$ cat config.mk
export PLATFORM = sky130hd
export DESIGN_NAME = stepper_ramp_position_controller
export DESIGN_NICKNAME = d
export VERILOG_FILES = /design/src/rtl/srpc_pkg.sv /design/src/rtl/srpc_cfg_regs.sv /design/src/rtl/srpc_core.sv /design/src/rtl/stepper_ramp_position_controller.sv
export SDC_FILE = /design/constraint.sdc
export NUM_CORES = 1
export LEC_CHECK = 0
export BUFFER_PORTS_ARGS = -buffer_cell sky130_fd_sc_hd__buf_2
export CAP_MARGIN = 20
export CORE_AREA = 2 2 244 246
export CTS_CLUSTER_DIAMETER = 80
export CTS_CLUSTER_SIZE = 40
export DETAILED_ROUTE_END_ITERATION = 8
export DIE_AREA = 0 0 246 248
export GPL_TIMING_DRIVEN = 0
export SLEW_MARGIN = 25
export SYNTH_ARGS = -nofsm -noshare
export SYNTH_HDL_FRONTEND = slang
export SYNTH_HIERARCHICAL = 1
export SYNTH_SLANG_ARGS = --single-unit
$ cat constraint.sdc
create_clock -name clk -period 8.5 [get_ports clk]
set_input_delay 0.425 -clock clk [delete_from_list [all_inputs] [get_ports clk]]
set_output_delay 0.425 -clock clk [all_outputs]
set_load 0.01 [all_outputs]
$ cat src/rtl/srpc_pkg.sv
`default_nettype none
package srpc_pkg;

	// Coil phase table and ramp timing table sizes
	localparam int PHASE_COUNT      = 40;
	localparam int PHASE_W          = 6;
	localparam int RAMP_ENTRIES     = 48;
	localparam int RAMP_IDX_W       = 6;
	localparam int RAMP_STEPS       = 48;
	localparam int SPAN_W           = $clog2(RAMP_STEPS + 1);
	localparam int HOME_PULSE_LIMIT = 5000;
	localparam int PULSE_W          = 13;

	localparam logic [PHASE_W-1:0]    PHASE_LAST = PHASE_W'(PHASE_COUNT - 1);
	localparam logic [RAMP_IDX_W-1:0] RAMP_LAST  = RAMP_IDX_W'(RAMP_ENTRIES - 1);
	localparam logic [SPAN_W-1:0]     SPAN_MAX   = SPAN_W'(RAMP_STEPS);

	// Mode codes, shared by the command field and the active_mode output
	localparam logic [2:0] MODE_OFF      = 3'd0;
	localparam logic [2:0] MODE_SINGLE   = 3'd1;
	localparam logic [2:0] MODE_DUAL     = 3'd2;
	localparam logic [2:0] MODE_SCAN     = 3'd3;
	localparam logic [2:0] MODE_HOME     = 3'd4;
	localparam logic [2:0] MODE_CAL_SCAN = 3'd5;

	// Configuration register map
	localparam int APB_ADDR_W = 5;
	localparam int REG_IDX_W  = 3;
	localparam logic [REG_IDX_W-1:0] REG_HOME_WAIT     = 3'd0;
	localparam logic [REG_IDX_W-1:0] REG_ESCAPE_TARGET = 3'd1;
	localparam logic [REG_IDX_W-1:0] REG_ESCAPE_START  = 3'd2;
	localparam logic [REG_IDX_W-1:0] REG_DUAL_READ     = 3'd3;
	localparam logic [REG_IDX_W-1:0] REG_DUAL_DWELL    = 3'd4;

	typedef struct packed {
		logic [7:0]  home_wait_ticks;
		logic [14:0] home_escape_target;
		logic [14:0] home_escape_start;
		logic [15:0] dual_read_ticks;
		logic [15:0] dual_dwell_ticks;
	} cfg_t;

	typedef struct packed {
		logic        kind;
		logic [2:0]  mode;
		logic [15:0] target_step;
		logic [15:0] end_step;
		logic        home_sensor;
	} item_t;

	typedef struct packed {
		logic [15:0] coil_pattern;
		logic        coil_write;
		logic [15:0] position;
		logic [2:0]  active_mode;
		logic        home_found;
		logic        home_error;
		logic        readable;
		logic        new_target_reached;
	} result_t;

	// Home search stages
	typedef enum logic [2:0] {
		HS_START  = 3'b001,
		HS_ESCAPE = 3'b010,
		HS_SEARCH = 3'b100
	} home_stage_t;

	// Coil drive word for each phase; phase 0 and out-of-range indices give zero
	function automatic logic [15:0] coil_lookup(input logic [PHASE_W-1:0] idx);
		logic [15:0] w;
		unique case (idx)
			6'd0:  w = 16'h0000;  6'd1:  w = 16'h0004;  6'd2:  w = 16'h0006;
			6'd3:  w = 16'h000C;  6'd4:  w = 16'h0008;  6'd5:  w = 16'h0028;
			6'd6:  w = 16'h0038;  6'd7:  w = 16'h0068;  6'd8:  w = 16'h0048;
			6'd9:  w = 16'h0148;  6'd10: w = 16'h01C8;  6'd11: w = 16'h0348;
			6'd12: w = 16'h0248;  6'd13: w = 16'h0A48;  6'd14: w = 16'h0E48;
			6'd15: w = 16'h1A48;  6'd16: w = 16'h1248;  6'd17: w = 16'h5248;
			6'd18: w = 16'h7248;  6'd19: w = 16'hD248;  6'd20: w = 16'h9248;
			6'd21: w = 16'h924C;  6'd22: w = 16'h9246;  6'd23: w = 16'h9244;
			6'd24: w = 16'h9240;  6'd25: w = 16'h9260;  6'd26: w = 16'h9230;
			6'd27: w = 16'h9220;  6'd28: w = 16'h9200;  6'd29: w = 16'h9300;
			6'd30: w = 16'h9180;  6'd31: w = 16'h9100;  6'd32: w = 16'h9000;
			6'd33: w = 16'h9800;  6'd34: w = 16'h8C00;  6'd35: w = 16'h8800;
			6'd36: w = 16'h8000;  6'd37: w = 16'hC000;  6'd38: w = 16'h6000;
			6'd39: w = 16'h4000;
			default: w = 16'h0000;
		endcase
		return w;
	endfunction

	// Cumulative tick count at which each ramp step falls; past the end, the last entry
	function automatic logic [7:0] timing_lookup(input logic [RAMP_IDX_W-1:0] idx);
		logic [7:0] t;
		unique case (idx)
			6'd0:  t = 8'd5;   6'd1:  t = 8'd10;  6'd2:  t = 8'd15;  6'd3:  t = 8'd20;
			6'd4:  t = 8'd25;  6'd5:  t = 8'd30;  6'd6:  t = 8'd35;  6'd7:  t = 8'd40;
			6'd8:  t = 8'd45;  6'd9:  t = 8'd50;  6'd10: t = 8'd55;  6'd11: t = 8'd60;
			6'd12: t = 8'd65;  6'd13: t = 8'd70;  6'd14: t = 8'd75;  6'd15: t = 8'd80;
			6'd16: t = 8'd83;  6'd17: t = 8'd86;  6'd18: t = 8'd89;  6'd19: t = 8'd92;
			6'd20: t = 8'd95;  6'd21: t = 8'd98;  6'd22: t = 8'd101; 6'd23: t = 8'd104;
			6'd24: t = 8'd107; 6'd25: t = 8'd110; 6'd26: t = 8'd113; 6'd27: t = 8'd116;
			6'd28: t = 8'd119; 6'd29: t = 8'd122; 6'd30: t = 8'd125; 6'd31: t = 8'd128;
			6'd32: t = 8'd130; 6'd33: t = 8'd132; 6'd34: t = 8'd134; 6'd35: t = 8'd136;
			6'd36: t = 8'd138; 6'd37: t = 8'd140; 6'd38: t = 8'd142; 6'd39: t = 8'd144;
			6'd40: t = 8'd146; 6'd41: t = 8'd148; 6'd42: t = 8'd150; 6'd43: t = 8'd152;
			6'd44: t = 8'd154; 6'd45: t = 8'd156; 6'd46: t = 8'd158;
			default: t = 8'd160;
		endcase
		return t;
	endfunction

endpackage
`default_nettype wire

$ cat src/rtl/srpc_cfg_regs.sv
`default_nettype none
module srpc_cfg_regs (
	input  wire logic                            clk,
	input  wire logic                            arst_n,
	input  wire logic                            psel,
	input  wire logic                            penable,
	input  wire logic                            pwrite,
	input  wire logic [srpc_pkg::APB_ADDR_W-1:0] paddr,
	input  wire logic [31:0]                     pwdata,
	output logic      [31:0]                     prdata,
	output srpc_pkg::cfg_t                       cfg
);
	import srpc_pkg::*;

	cfg_t                 cfg_q;
	logic                 wr_en;
	logic [REG_IDX_W-1:0] reg_idx;

	assign reg_idx = paddr[APB_ADDR_W-1:2];
	assign wr_en   = psel && penable && pwrite;

	// Register writes on the access phase of a write transfer
	always_ff @(posedge clk or negedge arst_n) begin
		if (!arst_n) begin
			cfg_q.home_wait_ticks    <= 8'd10;
			cfg_q.home_escape_target <= 15'd1000;
			cfg_q.home_escape_start  <= 15'd900;
			cfg_q.dual_read_ticks    <= 16'd0;
			cfg_q.dual_dwell_ticks   <= 16'd0;
		end else if (wr_en) begin
			unique case (reg_idx)
				REG_HOME_WAIT:     cfg_q.home_wait_ticks    <= pwdata[7:0];
				REG_ESCAPE_TARGET: cfg_q.home_escape_target <= pwdata[14:0];
				REG_ESCAPE_START:  cfg_q.home_escape_start  <= pwdata[14:0];
				REG_DUAL_READ:     cfg_q.dual_read_ticks    <= pwdata[15:0];
				REG_DUAL_DWELL:    cfg_q.dual_dwell_ticks   <= pwdata[15:0];
				default: ;
			endcase
		end
	end

	// Read-back mux
	always_comb begin
		unique case (reg_idx)
			REG_HOME_WAIT:     prdata = 32'(cfg_q.home_wait_ticks);
			REG_ESCAPE_TARGET: prdata = 32'(cfg_q.home_escape_target);
			REG_ESCAPE_START:  prdata = 32'(cfg_q.home_escape_start);
			REG_DUAL_READ:     prdata = 32'(cfg_q.dual_read_ticks);
			REG_DUAL_DWELL:    prdata = 32'(cfg_q.dual_dwell_ticks);
			default:           prdata = 32'd0;
		endcase
	end

	assign cfg = cfg_q;

endmodule
`default_nettype wire

$ cat src/rtl/srpc_core.sv
`default_nettype none
module srpc_core (
	input  wire logic              clk,
	input  wire logic              arst_n,
	input  wire logic              accept,
	input  srpc_pkg::item_t        item,
	input  srpc_pkg::cfg_t         cfg,
	output srpc_pkg::result_t      result
);
	import srpc_pkg::*;

	// Motion state
	logic [PHASE_W-1:0]    phase_q, phase_n;
	logic [15:0]           pos_q, pos_n;
	logic [15:0]           dest_q, dest_n;
	logic [15:0]           prev_dest_q, prev_dest_n;
	logic [15:0]           accel_q, accel_n;
	logic [15:0]           decel_q, decel_n;
	logic [7:0]            rtick_q, rtick_n;
	logic [RAMP_IDX_W-1:0] ridx_q, ridx_n;
	logic [2:0]            mode_q, mode_n;
	home_stage_t           hstage_q, hstage_n;
	logic [7:0]            hwait_q, hwait_n;
	logic [PULSE_W-1:0]    hpulse_q, hpulse_n;
	logic [15:0]           dtick_q, dtick_n;
	logic                  dside_q, dside_n;
	logic [15:0]           dstart_q, dstart_n;
	logic [15:0]           dend_q, dend_n;
	logic                  found_q, found_n;
	logic                  error_q, error_n;
	logic                  read_q, read_n;

	logic step_en, step_fwd, reached;

	// Signed position compares
	logic dest_gt, dest_lt, acc_gt, acc_lt, dec_gt, dec_lt;
	assign dest_gt = $signed(dest_q)  > $signed(pos_q);
	assign dest_lt = $signed(dest_q)  < $signed(pos_q);
	assign acc_gt  = $signed(accel_q) > $signed(pos_q);
	assign acc_lt  = $signed(accel_q) < $signed(pos_q);
	assign dec_gt  = $signed(decel_q) > $signed(pos_q);
	assign dec_lt  = $signed(decel_q) < $signed(pos_q);

	logic       in_accel, in_cruise;
	logic [7:0] timing_cur, rtick_inc, hwait_inc;
	logic [15:0] dtick_inc;
	logic [PULSE_W:0] hpulse_inc;
	assign in_accel   = dest_gt ? acc_gt : acc_lt;
	assign in_cruise  = dest_gt ? dec_gt : dec_lt;
	assign timing_cur = timing_lookup(ridx_q);
	assign rtick_inc  = rtick_q + 8'd1;
	assign hwait_inc  = hwait_q + 8'd1;
	assign dtick_inc  = dtick_q + 16'd1;
	assign hpulse_inc = {1'b0, hpulse_q} + {{PULSE_W{1'b0}}, 1'b1};

	// Ramp planning for a single-move command: span is half the distance, capped
	logic        tgt_gt;
	logic [16:0] diff17, ndiff17, mid17;
	logic [15:0] mag, mid, span16;
	logic [SPAN_W-1:0] span;
	logic [15:0] plan_accel, plan_decel;
	assign tgt_gt     = $signed(item.target_step) > $signed(pos_q);
	assign diff17     = {item.target_step[15], item.target_step} - {pos_q[15], pos_q};
	assign ndiff17    = 17'd0 - diff17;
	assign mag        = tgt_gt ? diff17[15:0] : ndiff17[15:0];
	assign mid17      = {1'b0, mag} + 17'd1;
	assign mid        = mid17[16:1];
	assign span       = (mid > 16'(RAMP_STEPS)) ? SPAN_MAX : mid[SPAN_W-1:0];
	assign span16     = 16'(span);
	assign plan_accel = tgt_gt ? pos_q + span16 : pos_q - span16;
	assign plan_decel = tgt_gt ? item.target_step - span16 : item.target_step + span16;

	// Next-state logic for one item
	always_comb begin
		phase_n     = phase_q;
		pos_n       = pos_q;
		dest_n      = dest_q;
		prev_dest_n = prev_dest_q;
		accel_n     = accel_q;
		decel_n     = decel_q;
		rtick_n     = rtick_q;
		ridx_n      = ridx_q;
		mode_n      = mode_q;
		hstage_n    = hstage_q;
		hwait_n     = hwait_q;
		hpulse_n    = hpulse_q;
		dtick_n     = dtick_q;
		dside_n     = dside_q;
		dstart_n    = dstart_q;
		dend_n      = dend_q;
		found_n     = found_q;
		error_n     = error_q;
		read_n      = read_q;
		step_en     = 1'b0;
		step_fwd    = 1'b0;
		reached     = 1'b0;

		if (accept && item.kind) begin
			// Mode command: never steps
			unique case (item.mode)
				MODE_SINGLE: begin
					mode_n  = MODE_SINGLE;
					rtick_n = 8'd0;
					ridx_n  = '0;
					dest_n  = item.target_step;
					if (item.target_step != pos_q) begin
						accel_n = plan_accel;
						decel_n = plan_decel;
					end
				end
				MODE_DUAL: begin
					mode_n   = MODE_DUAL;
					dest_n   = item.target_step;
					dstart_n = item.target_step;
					dend_n   = item.end_step;
					read_n   = 1'b0;
					dtick_n  = 16'd0;
				end
				MODE_SCAN, MODE_CAL_SCAN: begin
					mode_n = item.mode;
					dest_n = item.target_step;
				end
				MODE_HOME: begin
					mode_n   = MODE_HOME;
					found_n  = 1'b0;
					error_n  = 1'b0;
					dest_n   = 16'd0;
					pos_n    = 16'd0;
					hstage_n = HS_START;
				end
				default: mode_n = MODE_OFF;
			endcase
		end else if (accept) begin
			// Timer tick
			unique case (mode_q)
				MODE_SINGLE: begin
					if (dest_gt || dest_lt) begin
						step_fwd = dest_gt;
						if (in_accel) begin
							rtick_n = rtick_inc;
							if (rtick_inc == timing_cur) begin
								step_en = 1'b1;
								if (ridx_q < RAMP_LAST) ridx_n = ridx_q + 1'b1;
							end
						end else if (in_cruise) begin
							ridx_n  = RAMP_LAST;
							step_en = 1'b1;
						end else begin
							rtick_n = rtick_q - 8'd1;
							if (rtick_q == timing_cur) begin
								step_en = 1'b1;
								if (ridx_q != '0) ridx_n = ridx_q - 1'b1;
							end
						end
					end else begin
						if (prev_dest_q != dest_q) begin
							prev_dest_n = dest_q;
							reached     = 1'b1;
						end
						mode_n = MODE_OFF;
					end
				end
				MODE_DUAL: begin
					dtick_n = dtick_inc;
					if (dest_q != pos_q) begin
						step_en  = 1'b1;
						step_fwd = dest_gt;
					end else begin
						if (dtick_inc >= cfg.dual_read_ticks) read_n = 1'b1;
						if (dtick_inc >= cfg.dual_dwell_ticks) begin
							read_n  = 1'b0;
							dest_n  = dside_q ? dstart_q : dend_q;
							dside_n = !dside_q;
							dtick_n = 16'd0;
						end
					end
				end
				MODE_SCAN, MODE_CAL_SCAN: begin
					step_en  = dest_gt || dest_lt;
					step_fwd = dest_gt;
				end
				MODE_HOME: begin
					unique case (hstage_q)
						HS_START: begin
							hpulse_n = '0;
							if (item.home_sensor) begin
								dest_n   = 16'(cfg.home_escape_target);
								pos_n    = 16'(cfg.home_escape_start);
								hstage_n = HS_ESCAPE;
							end else begin
								hstage_n = HS_SEARCH;
							end
						end
						HS_ESCAPE: begin
							if (dest_gt) begin
								hwait_n = hwait_inc;
								if (hwait_inc == cfg.home_wait_ticks) begin
									hwait_n  = 8'd0;
									step_en  = 1'b1;
									step_fwd = 1'b1;
								end
							end else begin
								hstage_n = HS_SEARCH;
							end
						end
						HS_SEARCH: begin
							hwait_n = hwait_inc;
							if (hwait_inc == cfg.home_wait_ticks) begin
								hwait_n = 8'd0;
								if (item.home_sensor) begin
									dest_n  = 16'd0;
									pos_n   = 16'd0;
									mode_n  = MODE_OFF;
									found_n = 1'b1;
								end else begin
									step_en = 1'b1;
								end
								// Pulse limit
								if (hpulse_inc > (PULSE_W+1)'(HOME_PULSE_LIMIT)) begin
									mode_n   = MODE_OFF;
									hpulse_n = '0;
									error_n  = 1'b1;
								end else begin
									hpulse_n = hpulse_inc[PULSE_W-1:0];
								end
							end
						end
						default: ;
					endcase
				end
				default: ;
			endcase
		end

		// One step of the coil sequence and the position
		if (step_en) begin
			if (step_fwd) begin
				phase_n = (phase_q == PHASE_LAST) ? '0 : phase_q + 1'b1;
				pos_n   = pos_q + 16'd1;
			end else begin
				phase_n = (phase_q == '0) ? PHASE_LAST : phase_q - 1'b1;
				pos_n   = pos_q - 16'd1;
			end
		end
	end

	// State registers
	always_ff @(posedge clk or negedge arst_n) begin
		if (!arst_n) begin
			phase_q     <= '0;
			pos_q       <= 16'd0;
			dest_q      <= 16'd0;
			prev_dest_q <= 16'd0;
			accel_q     <= 16'd0;
			decel_q     <= 16'd0;
			rtick_q     <= 8'd0;
			ridx_q      <= '0;
			mode_q      <= MODE_OFF;
			hstage_q    <= HS_START;
			hwait_q     <= 8'd0;
			hpulse_q    <= '0;
			dtick_q     <= 16'd0;
			dside_q     <= 1'b0;
			dstart_q    <= 16'd0;
			dend_q      <= 16'd0;
			found_q     <= 1'b0;
			error_q     <= 1'b0;
			read_q      <= 1'b0;
		end else if (accept) begin
			phase_q     <= phase_n;
			pos_q       <= pos_n;
			dest_q      <= dest_n;
			prev_dest_q <= prev_dest_n;
			accel_q     <= accel_n;
			decel_q     <= decel_n;
			rtick_q     <= rtick_n;
			ridx_q      <= ridx_n;
			mode_q      <= mode_n;
			hstage_q    <= hstage_n;
			hwait_q     <= hwait_n;
			hpulse_q    <= hpulse_n;
			dtick_q     <= dtick_n;
			dside_q     <= dside_n;
			dstart_q    <= dstart_n;
			dend_q      <= dend_n;
			found_q     <= found_n;
			error_q     <= error_n;
			read_q      <= read_n;
		end
	end

	// Result of this item, from the updated state
	always_comb begin
		result.coil_pattern       = coil_lookup(phase_n);
		result.coil_write         = step_en;
		result.position           = pos_n;
		result.active_mode        = mode_n;
		result.home_found         = found_n;
		result.home_error         = error_n;
		result.readable           = read_n;
		result.new_target_reached = reached;
	end

endmodule
`default_nettype wire

$ cat src/rtl/stepper_ramp_position_controller.sv
// Stepper ramp position controller.
// Input channel (item_valid/item_ready): each transfer is a timer tick (kind 0,
// with home_sensor sampled) or a mode command (kind 1, mode, target_step,
// end_step). Every item yields exactly one result on the result channel
// (result_valid/result_ready): coil drive word, step strobe, position,
// active mode, status flags and the new-target flag.
// Each result is loaded into the result register as its item is accepted.
// Throughput is one item per cycle without a stall; all state is updated
// by a single pass of logic from the motion registers to the result register.
// While the receiver stalls, the result register holds and item_ready is low;
// as soon as the result is taken a new item is accepted in the same cycle.
// Configuration is through the APB port (registers at 4*i, pready always
// high) and should only be written while no item is in flight.
// Reset (arst_n low) clears all motion state to position zero, mode off,
// flags clear, and loads the register defaults; no result is pending after it.
`default_nettype none
module stepper_ramp_position_controller (
	input  wire logic                            clk,
	input  wire logic                            arst_n,
	// configuration port
	input  wire logic                            psel,
	input  wire logic                            penable,
	input  wire logic                            pwrite,
	input  wire logic [srpc_pkg::APB_ADDR_W-1:0] paddr,
	input  wire logic [31:0]                     pwdata,
	output logic      [31:0]                     prdata,
	output logic                                 pready,
	// item channel
	input  wire logic                            item_valid,
	output logic                                 item_ready,
	input  wire logic                            kind,
	input  wire logic [2:0]                      mode,
	input  wire logic [15:0]                     target_step,
	input  wire logic [15:0]                     end_step,
	input  wire logic                            home_sensor,
	// result channel
	output logic                                 result_valid,
	input  wire logic                            result_ready,
	output logic [15:0]                          coil_pattern,
	output logic                                 coil_write,
	output logic [15:0]                          position,
	output logic [2:0]                           active_mode,
	output logic                                 home_found,
	output logic                                 home_error,
	output logic                                 readable,
	output logic                                 new_target_reached
);
	import srpc_pkg::*;

	cfg_t    cfg;
	item_t   item;
	result_t res_next;
	result_t res_q;
	logic    res_valid_q;
	logic    accept;

	assign pready = 1'b1;

	srpc_cfg_regs u_cfg (
		.clk     (clk),
		.arst_n  (arst_n),
		.psel    (psel),
		.penable (penable),
		.pwrite  (pwrite),
		.paddr   (paddr),
		.pwdata  (pwdata),
		.prdata  (prdata),
		.cfg     (cfg)
	);

	// Input transfer when the result slot is free or being emptied
	assign item_ready = !res_valid_q || result_ready;
	assign accept     = item_valid && item_ready;

	always_comb begin
		item.kind        = kind;
		item.mode        = mode;
		item.target_step = target_step;
		item.end_step    = end_step;
		item.home_sensor = home_sensor;
	end

	srpc_core u_core (
		.clk    (clk),
		.arst_n (arst_n),
		.accept (accept),
		.item   (item),
		.cfg    (cfg),
		.result (res_next)
	);

	// Result register
	always_ff @(posedge clk or negedge arst_n) begin
		if (!arst_n) begin
			res_valid_q <= 1'b0;
		end else if (accept) begin
			res_valid_q <= 1'b1;
		end else if (result_ready) begin
			res_valid_q <= 1'b0;
		end
	end

	always_ff @(posedge clk) begin
		if (accept) begin
			res_q <= res_next;
		end
	end

	assign result_valid       = res_valid_q;
	assign coil_pattern       = res_q.coil_pattern;
	assign coil_write         = res_q.coil_write;
	assign position           = res_q.position;
	assign active_mode        = res_q.active_mode;
	assign home_found         = res_q.home_found;
	assign home_error         = res_q.home_error;
	assign readable           = res_q.readable;
	assign new_target_reached = res_q.new_target_reached;

endmodule
`default_nettype wire

**After elaboration in Yosys (flattened, before gate mapping)**

Memory sizes are Yosys's and may differ from the RTL's. A register that Yosys moved wholly into a read port is not among the register bits.
Index checks and enable logic that the tools add are counted.

- Bits in registers: 290
- Memory bits (read-only): 1472
- Output and inout port bits: 75
- Word-level logic and storage cells: 263
- Memories: 2

Memories:

| name | depth | width | rd ports | clocked after memory_dff | write ports | line | source |
|---|---|---|---|---|---|---|---|
| (name not given) | 64 | 15 | 1 | 1 | 0 | srpc_pkg.sv:72 | `unique case (idx)` |
| (name not given) | 64 | 8 | 1 | 0 | 0 | srpc_pkg.sv:95 | `unique case (idx)` |

- Add/sub/neg operators: 18
- Magnitude comparators: 12
- Equality and inequality tests: 40
- Multiplexer cells: 112
- Bitwise gates (word level): 4
- Reduce and logical (&&, ||, !) cells: 42

Operators with widths:

| kind | number |
|---|---|
| two-way mux 16 bit | 23 |
| one-hot mux 16 bit (2 select lines) | 4 |
| two-way mux 6 bit | 15 |
| one-hot mux 16 bit (5 select lines) | 1 |
| greater-than comparator 16 bit | 4 |
| two-way mux 8 bit | 8 |
| less-than comparator 16 bit | 3 |
| != test 16 bit | 3 |
| two-way mux 1 bit | 40 |
| two-way mux 3 bit | 11 |
| adder 16 x 1 -> 16 bit (second input constant) | 2 |
| adder 16 x 6 -> 16 bit | 2 |
| >= comparator 16 bit | 2 |
| subtractor 16 x 6 -> 16 bit | 2 |
| AND reduction 5 bit | 6 |
| two-way mux 13 bit | 2 |
| one-hot mux 13 bit (2 select lines) | 1 |
| equality test 8 bit | 3 |
| equality test 3 x 2 -> 1 bit (second input constant) | 7 |
| equality test 3 bit (second input constant) | 6 |
| adder 16 x 1 -> 17 bit (second input constant) | 1 |
| adder 8 x 1 -> 8 bit (second input constant) | 2 |
| greater-than comparator 16 x 6 -> 1 bit (second input constant) | 1 |
| one-hot mux 8 bit (2 select lines) | 1 |
| other kinds (40) | 78 |

**Longest topological paths before layout**

- Word-level depth: 10
- Depth in mapped cells: 38
- Gate-level depth less buffers: 36

**By module**

The synthesis kept the hierarchy.

Modules (own cells, without submodules):

| module | times used | cells an instance | area an instance (sq um) | seq. area each (sq um) |
|---|---|---|---|---|
| srpc_core | 1 | 1980 | 16707.3 | 4480.5 |
| srpc_cfg_regs | 1 | 243 | 3377.0 | 1766.7 |
| stepper_ramp_position_controller | 1 | 46 | 1266.2 | 1226.2 |

**Worst setup path after synthesis**

OpenSTA, ideal clock, no wires.

- Path type: reg-to-reg
- From: register u_core.pos_q[0]
- To: register u_core.decel_q[14]
- Setup time: 0.133 ns
- Data arrival time: 7.686 ns
- Data required time: 8.367 ns
- Setup slack: 0.681 ns
- Cell stages (with the launch flop): 38
- Clock period less this slack: 7.819 ns
- Cell sequence: dfrtp_1 ha_1 fa_1 and2b_1 o221a_2 o211ai_1 a21o_1 clkbuf_1 buf_1 nand2_1 o31ai_1 ha_1 o21ai_1 nor2_1 o211ai_1 nor4b_2 o21ai_1 nor4_4 [... 2 more ...] ha_1 and2_1 a41oi_1 inv_1 fa_1 a21o_1 a21oi_1 o21bai_1 a21oi_1 o21bai_1 a21oi_1 o21bai_1 a21oi_1 o21bai_1 a221o_1 a21oi_1 xnor2_1 o21ai_0

- Longest elaborated chain between the ends: 8
- Elaborated cells between the ends (all ways): 12
- Classes of those cells: add/sub: 5; order compare: 2; eq/ne: 1; mux: 3; reduce/logical: 1

Ends and longest elaborated chain:

| what | line | source |
|---|---|---|
| start, declared | srpc_core.sv:14 | `logic [15:0] pos_q, pos_n;` |
| start signal, assigned | srpc_core.sv:271 | `pos_q <= pos_n;` |
| subtractor 16 bit | srpc_core.sv:63 | `assign diff17 = {item.target_step[15], item.target_step} - {pos_q[15], pos_q};` |
| subtractor 1 x 16 -> 16 bit | srpc_core.sv:64 | `assign ndiff17 = 17'd0 - diff17;` |
| two-way mux 16 bit | srpc_core.sv:65 | `assign mag = tgt_gt ? diff17[15:0] : ndiff17[15:0];` |
| adder 16 x 1 -> 17 bit | srpc_core.sv:66 | `assign mid17 = {1'b0, mag} + 17'd1;` |
| greater-than comparator 16 x 6 -> 1 bit | srpc_core.sv:68 | `assign span = (mid > 16'(RAMP_STEPS)) ? SPAN_MAX : mid[SPAN_W-1:0];` |
| two-way mux 6 bit | srpc_core.sv:68 |  |
| adder 16 x 6 -> 16 bit or subtractor 16 x 6 -> 16 bit (tied branches) | srpc_core.sv:71 | `assign plan_decel = tgt_gt ? item.target_step - span16 : item.target_step + span16;` |
| two-way mux 16 bit | srpc_core.sv:71 |  |
| end signal, assigned | srpc_core.sv:275 | `decel_q <= decel_n;` |
| end, declared | srpc_core.sv:18 | `logic [15:0] decel_q, decel_n;` |

Several ways; a longest one is shown, not always the timed one.
A chain may end at the register's enable or synchronous reset.

**Final worst setup path**

- From: register u_core.pos_q[7]
- To: register u_core.decel_q[14]

Same word-level chain as after synthesis.

==> run summary <==
DRT iter0 DRCs = 1087
Initial Util = 36.52%
Async set-reset flop share out of synthesis = 86.21%
FILL cells = 5721
# diodes = 0
Slew Viols, Final = 0
Total gr overflow = 0
Slowest CP cell = ha_2
Initial antenna violation count = 0
GP Congestion = 0.9239
Crit start category = flop
Clock skew = 33.16 ps
Measured slew at the worst slew-check pin = 988.2 ps
Largest net degree at the start of global routing = 86
Yosys cell types = 107
Worst VDD drop = 0.1416 mV
CP dominant cell by count = o21bai_1
Post-synthesis sequential area ratio = 35.00%
Max cap viols = 0
# DRC = 0
Worst Path Max Fanout = 10
CTS Buf Count = 20
Ys flop type = dfrtp_1
PortBufs = 118
Leakage = 0.01057 uW
Worst skew pair latency = 570 ps
Pre-antenna DRT Iters = 6
Relative slew slack = 32.23%
Longest Clk Path Bufs = 3
Vias/cell = 5.666
Share of layout cells above drive strength 1 = 19.10%
EDFF count, synth = 40
Synth warn = 6
Area of the multi-input gates = 13020 um^2
Hold slack = 65.72 ps
Final hold viol count = 0
Storage cell area = 7481 um^2
Setup-failing EPs final = 0
Cell family with most CP delay = compound AO/OA/AOI/OAI gates
DR vias = 18300
Post-Syn Area = 21350 um^2
Placed wire-length estimate = 50.43 mm
CTS tree = yes
Boundary Pins = 156
Post-DR wirelength/cell = 20.14 um
WS Path Type = reg -> reg
Rows = 89
Die X-Extent = 246 um
Vias in the first global route = 18030
Post-route ant nets = 0
Crit. Startpoint = u_core/pos_q[7]
First-pass GRT wire length = 102.2 mm
Root Driver = clkbuf_16
Final Critical Period = 8098 ps
Min-delay src = item_valid
Total GRT Usage = 21.13%
Yosys reg bits = 290
R2r startpoint = u_core/pos_q[7]
Fin cells = 3229
Crit end category = flop
Placed Area = 23070 um^2
Worst EP required = 8940 ps
Crit path buf inv count = 5
P&R area growth vs syn = 12.95%
Commonest non-fill, non-tap cell in the layout = dfrtp_1
DIE HEIGHT = 248 um
Area of the core = 58460 um^2
Die area = 61010 um^2
H-tree levels = 1
Tightest Hold Check Type = in -> reg
Post-synthesis cell count = 2269
Layout Nets = 2688
Worst-path clk slew = 110 ps
Worst Path Arrival = 8540 ps
RSZ-0062 raised after global routing = true
Fmax = 0.1235 GHz
Commonest non-fill, non-tap cells in the layout = dfrtp_1, nand2_1, ha_1
Placed Cells = 3179
Fin crit share = 95.27%
Post-Syn Area per Cell = 9.410 um^2
Final instance area = 24110 um^2
Outcome = completed
CP peak stage delay = 480 ps
PwrDens = 344.9 nW/um^2
Clk sinks = 290
Total Wirelength = 65.02 mm
[metrics by stage]
| step | setup TNS [ps] | utilization [%] | power [uW] | worst slack (ps) |
|---|---|---|---|---|
| detailed placement | -8224 | 39.47 | 6957 | -1157 |
| floorplan | 0 | - | 5644 | 681.0 |
| global route | -77.39 | 41.25 | 8975 | -70.59 |
| global placement | -7170 | 39.28 | 6827 | -1070 |
| CTS | 0 | 40.89 | 8166 | 62.71 |
| finish | 0 | 41.25 | 8316 | 402.3 |
[per-layer routing]
metal / global-route usage, % / part of all wire (%) / vias to the layer above
li1: - / - / 8670
met1: 28.55 / 44 / 8973
met2: 35.73 / 48 / 561
met3: 2.119 / 4.8 / 91
met4: 6.203 / 2.8 / 0
met5: 0 / 0 / -
[registers in the layout, summed over array words and instances (netlist names), 6 cells and up]
register,cells
u_core/pos_q,16
u_core/phase_q,6
u_core/dtick_q,16
u_core/hwait_q,8
u_core/dstart_q,16
u_core/accel_q,16
u_core/hpulse_q,13
u_cfg/cfg,70
position,16
u_core/prev_dest_q,16
u_core/ridx_q,6
u_core/dest_q,16
coil_pattern,16
u_core/decel_q,16
u_core/rtick_q,8
u_core/dend_q,16
[power breakdown]
| part | total, uW | leakage (uW) | switching [uW] | internal, uW |
|---|---|---|---|---|
| Sequential | 2120 | 0.00360 | 365 | 1750 |
| Combinational | 5050 | 0.00661 | 3020 | 2020 |
| Clock | 1150 | 0.000366 | 617 | 534 |
| Total | 8320 | 0.0106 | 4000 | 4310 |
[Yosys cell counts, types with 27 or more instances]
| cell type | number | area (um^2) |
|---|---|---|
| mux2i_1 | 37 | 370.4 |
| edfxtp_1 | 40 | 1201 |
| mux2_2 | 125 | 1408 |
| o21ai_0 | 127 | 635.6 |
| dfrtp_1 | 237 | 5931 |
| inv_1 | 112 | 420.4 |
| and3_1 | 27 | 168.9 |
| buf_4 | 34 | 255.2 |
| a21oi_1 | 123 | 615.6 |
| o31ai_1 | 31 | 232.7 |
| clkbuf_1 | 67 | 251.5 |
| xor2_1 | 35 | 306.5 |
| nand2_1 | 191 | 716.9 |
| nor2_1 | 137 | 514.2 |
| a21o_1 | 45 | 337.8 |
| ha_1 | 161 | 2014 |
| xnor2_1 | 100 | 875.8 |
| nand2b_1 | 34 | 212.7 |
| nand3_1 | 55 | 275.3 |
| nor3_1 | 58 | 290.3 |
[cell type report]
type / instances / area share (%)
Clock buffer: 21 / 2.179
Timing Repair Buffer: 138 / 3.373
Sequential cell: 290 / 31.02
Clock inverter: 15 / 0.9910
Inverter: 116 / 1.837
Multi-Input combinational cell: 1759 / 53.98
Tap cell: 773 / 4.011
Buffer: 117 / 2.605
[cells by family after synthesis]
kind of cell	Yosys count	share of synthesized area [%]
flip-flops	290	35.00
AO/OA/AOI/OAI	613	19.82
AND/OR/NAND/NOR	654	15.55
adder cells (fa/ha/maj)	165	9.810
multiplexers	171	8.996
buffers and inverters	235	4.969
other	3	0.05274
XOR/XNOR	138	5.796
[final timing paths]
| path | endpoint | slack (ps) | cells after the start |
|---|---|---|---|
| hold reg to reg | u_core/decel_q[13] | 510 | 2 |
| setup reg to reg | u_core/decel_q[14] | 400 | 37 |
| hold / removal | result_valid | 70 | 2 |
| max in group asynchronous | u_core/pos_q[5] | 7020 | 4 |
| setup / recovery | u_core/decel_q[14] | 400 | 37 |
| min in group asynchronous | u_core/dtick_q[1] | 350 | 2 |
[what timing repair did]
action,4_1_cts,5_1_grt
resized for setup,8,40
buffers inserted,4,11
pin swaps,1,6
hold endpoints to repair,46,0
setup endpoints to repair,15,8
hold buffers,1,0
Note: power is estimated with default switching activity, not from simulation.
